===== config.mk =====
export PLATFORM = sky130hd
export DESIGN_NAME = ssml_ram
export DESIGN_NICKNAME = d
export VERILOG_FILES = /design/src/design/sketch_spread_max_likelihood_core_assert.svh /design/src/design/ssml_ram.sv
export SDC_FILE = /design/constraint.sdc
export NUM_CORES = 1
export LEC_CHECK = 0
export BUFFER_PORTS_ARGS = -buffer_cell sky130_fd_sc_hd__buf_2
export CELL_PAD_IN_SITES_DETAIL_PLACEMENT = 0
export CELL_PAD_IN_SITES_GLOBAL_PLACEMENT = 1
export CORE_ASPECT_RATIO = 0.6
export CORE_MARGIN = 4
export CORE_UTILIZATION = 53
export DETAILED_ROUTE_END_ITERATION = 10
export PLACE_DENSITY_LB_ADDON = 0.1
export REMOVE_ABC_BUFFERS = 1
export SLEW_MARGIN = 30
export SYNTH_ARGS = -nofsm -noshare
export SYNTH_HDL_FRONTEND = slang
export SYNTH_SLANG_ARGS = --single-unit

===== constraint.sdc =====
create_clock -name clk_i -period 2.1 [get_ports clk_i]
set_input_delay 0.105 -clock clk_i [delete_from_list [all_inputs] [get_ports clk_i]]
set_output_delay 0.105 -clock clk_i [all_outputs]
set_load 0.005 [all_outputs]

===== src/design/sketch_spread_max_likelihood_core_assert.svh =====
// Assertion macros for the sketch spread estimator core.
// Used by the top level only; no other dependencies.
`ifndef SKETCH_SPREAD_MAX_LIKELIHOOD_CORE_ASSERT_SVH
`define SKETCH_SPREAD_MAX_LIKELIHOOD_CORE_ASSERT_SVH

`define SSML_ASSERT_IMPL(lbl, clk, rst_n, ante, cons) \
  lbl: assert property (@(posedge clk) disable iff (!rst_n) (ante) |-> (cons)) \
    else $error("assertion failed");

`define SSML_ASSERT_NEXT(lbl, clk, rst_n, ante, cons) \
  lbl: assert property (@(posedge clk) disable iff (!rst_n) (ante) |=> (cons)) \
    else $error("assertion failed");

`endif


===== src/design/ssml_ram.sv =====
// Generic single-port-write, single-port-read RAM with registered read.
// No dependencies.
module ssml_ram #(
  parameter int unsigned Width = 8,
  parameter int unsigned Depth = 16
) (
  input  logic                     clk_i,
  input  logic                     we_i,
  input  logic [$clog2(Depth)-1:0] waddr_i,
  input  logic [Width-1:0]         wdata_i,
  input  logic [$clog2(Depth)-1:0] raddr_i,
  output logic [Width-1:0]         rdata_o
);
  logic [Width-1:0] mem_q [Depth];

  always_ff @(posedge clk_i) begin
    if (we_i) begin
      mem_q[waddr_i] <= wdata_i;
    end
    rdata_o <= mem_q[raddr_i];
  end
endmodule


# [After elaboration in Yosys (flattened, before gate mapping)]
# Memories as Yosys holds them, arrays and structs flattened. A register that Yosys moved wholly into a read port is not among the register bits.
# Cells that the tools add are included.
# W data, S select, Z words.
[word_totals] mem_bits_rw=128 ff_bits=0 memories=1 romBits=0 elab_cells=3 inputBits=18 latchBits=0
[op_classes] n_bitwise=0 muxes=2 n_lt_le_gt_ge=0 n_reduce_logical=0 n_addsub=0 mul=0 shifts=0 eq_ne=0 div=0
[memory_table] memory="mem_q" depth=16 width=8 rd=1 rd_clocked_by_memory_dff=1 write_ports=1 line_no="ssml_ram.sv:14" text="logic [Width-1:0] mem_q [Depth];"
[ops] operator="$mux W1" count=2

# [Depth between registers and ports, before layout]
[depth] word_depth=2 ltp_mapped=5

# [Worst setup path before layout]
# OpenSTA, ideal clock, no wires.
[synth_path] kind="input to register" startpoint="in waddr_i[2]" endpoint="mem mem_q[0][0], enable pin" path_stages=2 arrival_time_ns=1.215 slack_ns=0.502 setup_ns=0.383 n_path_buf=0 path_cell_list="or3b_2 nor3_1"
[synth_lines] element="start, declared" line_no="ssml_ram.sv:9" text="input logic [$clog2(Depth)-1:0] waddr_i,"
[synth_lines] element="end, declared" line_no="ssml_ram.sv:14"
# No word-level cell before the write port.

==> results.cfg <==
[worst_setup_path]
crit_arrival_ps = 1630
cp_num_buf_inv = 0
crit_path_end_kind = flop
path_depth = 3
cp_slowest_stage_delay_ps = 480
crit_family = multiplexers
path_cells = mux4_1 -> a22oi_1 -> nand2_1
path_class = reg2reg
cp.required_ps = 2390
cp_max_fo = 1
rr_endpoint = rdata_o[1]$_DFF_P_
r2r_start = mem_q[10][1]$_DFFE_PP_
cpMaxStageDelayCell = mux4_1
rr_worst_depth = 3
rrSetupSlack_ps = 760
worst_setup_path_start_kind = flop

[synthesis]
synth_top_area_share_pct = 74.67
synth_mux_area_share_pct = 15.02
synth-async-reset-ratio_pct = 0
synth_compound_area_share_pct = 2.333
synth_edf_count = 128
synth-xor-area-share_pct = 0
synth_most_common_cell = edfxtp_1
synth_area_sq_um = 5147
syn_area_per_cell_sq_um = 22.48
synth_top_family_by_area = multiplexers
synth_top_area_cell = edfxtp_1
synth_fa_ha_area_share_pct = 0
seq_area_frac_synth_pct = 77.78
synth_common_cells = edfxtp_1, mux4_2, a22oi_1
synth-simple-area-share_pct = 3.184
ys_types = 19
synth.area.top_cells = edfxtp_1, mux4_2, mux4_1
syn-instance-count = 229
ys_ff_latch = 136
synth_ff_type = edfxtp_1
ys.warnings.count = 0

[timing]
rsz0062_at_grt = false
fin_crit_sh_pct = 63.94
setup_tns_ps = 0
max_slew.worst_pin.slew_ps = 755.2
finalWorstSetupSlack_ps = 757.3
maxSlewHeadroom_pct = 49.47
hold_violations = 0
fmaxAchievable_ghz = 0.7448
slew_viol_final = 0
final.setup_skew_ps = 5.304
setup_violations = 0
finalCriticalPeriod_ps = 1343

[clock_tree]
cts_tree = built
postCtsSetupRepairBufs = 0
cts.sinks = 136
cts_root_buf = clkbuf_16
cts_buffer_depth = 2
clkLatencyLatePin_ps = 410
cts_hold_buf = 0
cts-htree-levels = 4
clk_transition_reported_paths_ps = 60
ctsResizeCount = 0
cts_buffers = 17

[routing]
via_count = 2444
ant_nets = 0
vias_per_cell = 5.737
wirelength_um = 9592
dr.pass1.iters = 4
drc = 0
drt-initial-drc-count = 206
wl_per_cell_um = 22.52

[worst_hold_path]
hold-path-endpoint = mem_q[6][7]$_DFFE_PP_
whs_path_depth = 1
min-delay-path-class = in2reg
min-delay-start = wdata_i[7]

[die]
ios = 26
num_rows = 27
coreArea_sq_um = 9324
die_h_um = 84.34
dieArea_sq_um = 11400
start_util_pct = 55.21
die_w_um = 135.2

[final_layout]
finish.utilization_pct = 66.05
area_delta_synth_final_pct = 19.64
diodes = 0
nets = 301
drive_gt1_share_pct = 31.08
final-instance-count-excl-fill = 426

[run_status]
outcome = finished, final reports clean

[global_routing]
grt_pass1_vias = 2433
grt_first_pass_wirelength_um = 14880
grt_overflow = 0
grt_max_degree = 33
antenna_found_initial = 0
grt.total_usage_pct = 18.50

[placed_design]
port_buffers = 25
place_congestion = 0.7415
dp.cells = 394
hpwlAfterDp_um = 5963
pre_cts_ws_ps = 468.0

[pwr]
p_total_mw = 6.489
power.density_nw_per_um2 = 1054
vdd_ir_drop_max_mv = 0.6110
power.leakage_nw = 2.104

[flow_run]
drv_cap = 0
## kinds of logic (layout without fill, tap and decap cells)
logic type | after synthesis | in the layout
AO/OA/AOI/OAI | 16 | 16
buffers and inverters | 10 | 77
flip-flops | 136 | 136
multiplexers | 32 | 32
AND/OR/NAND/NOR | 35 | 35
## layout by cell type (no fill, tap or decap), types with 2 or more instances in the layout
master,synthesis,layout
nand2b_1,2,2
nand2_1,9,9
clkbuf_16,0,17
mux4_1,14,14
buf_4,1,18
buf_12,0,2
edfxtp_1,128,128
bufinv_16,0,5
clkinvlp_4,0,4
clkinv_1,0,3
nor2_1,13,13
buf_2,3,25
nand3b_1,2,2
dfxtp_1,8,8
mux4_2,18,18
nor3_1,4,4
a22oi_1,16,16
## metal layers
metal  share of wire (%)  wire, um  track usage [%]
met2                  42      4024            23.42
met4                0.95        91            5.215
met1                  51      4866            30.05
met3                 6.3       609            6.647
met5                   0         0                0
## where the power goes
| part | internal, mW | switching, mW |
|---|---|---|
| Clock | 2.09 | 1.07 |
| Sequential | 3.04 | 0.0162 |
| Combinational | 0.122 | 0.152 |
## worst max path at each step
stage                           start                    end  slack, ps
2_1_floorplan              waddr_i[2]  mem_q[0][0]$_DFFE_PP_        500
3_3_place_gp               raddr_i[0]     rdata_o[1]$_DFF_P_        520
3_5_place_dp               raddr_i[0]     rdata_o[1]$_DFF_P_        470
4_1_cts        mem_q[10][1]$_DFFE_PP_     rdata_o[1]$_DFF_P_        710
5_1_grt        mem_q[11][1]$_DFFE_PP_     rdata_o[1]$_DFF_P_        670
6_report       mem_q[10][1]$_DFFE_PP_     rdata_o[1]$_DFF_P_        760
## registers in the layout, summed over array words and instances (netlist names)
register	cells
mem_q	128
rdata_o	8
## final cells by class
type	instances	area, sq um
multi-input cells	83	1057
repair buffers	45	300.3
flip-flops and latches	136	4004
clock buffers	18	429.2
clock inverters	14	205.2
fillers	633	3166
well taps	130	162.7
## stage by stage
step	hold WS [ps]	area, sq um
global route	75.75	6158
floorplan	203.9	5061
detailed placement	481.7	5524
global placement	484.7	5524
finish	79.20	6158
CTS	65.36	6158
No activity file was read; power rests on OpenSTA's default activity.
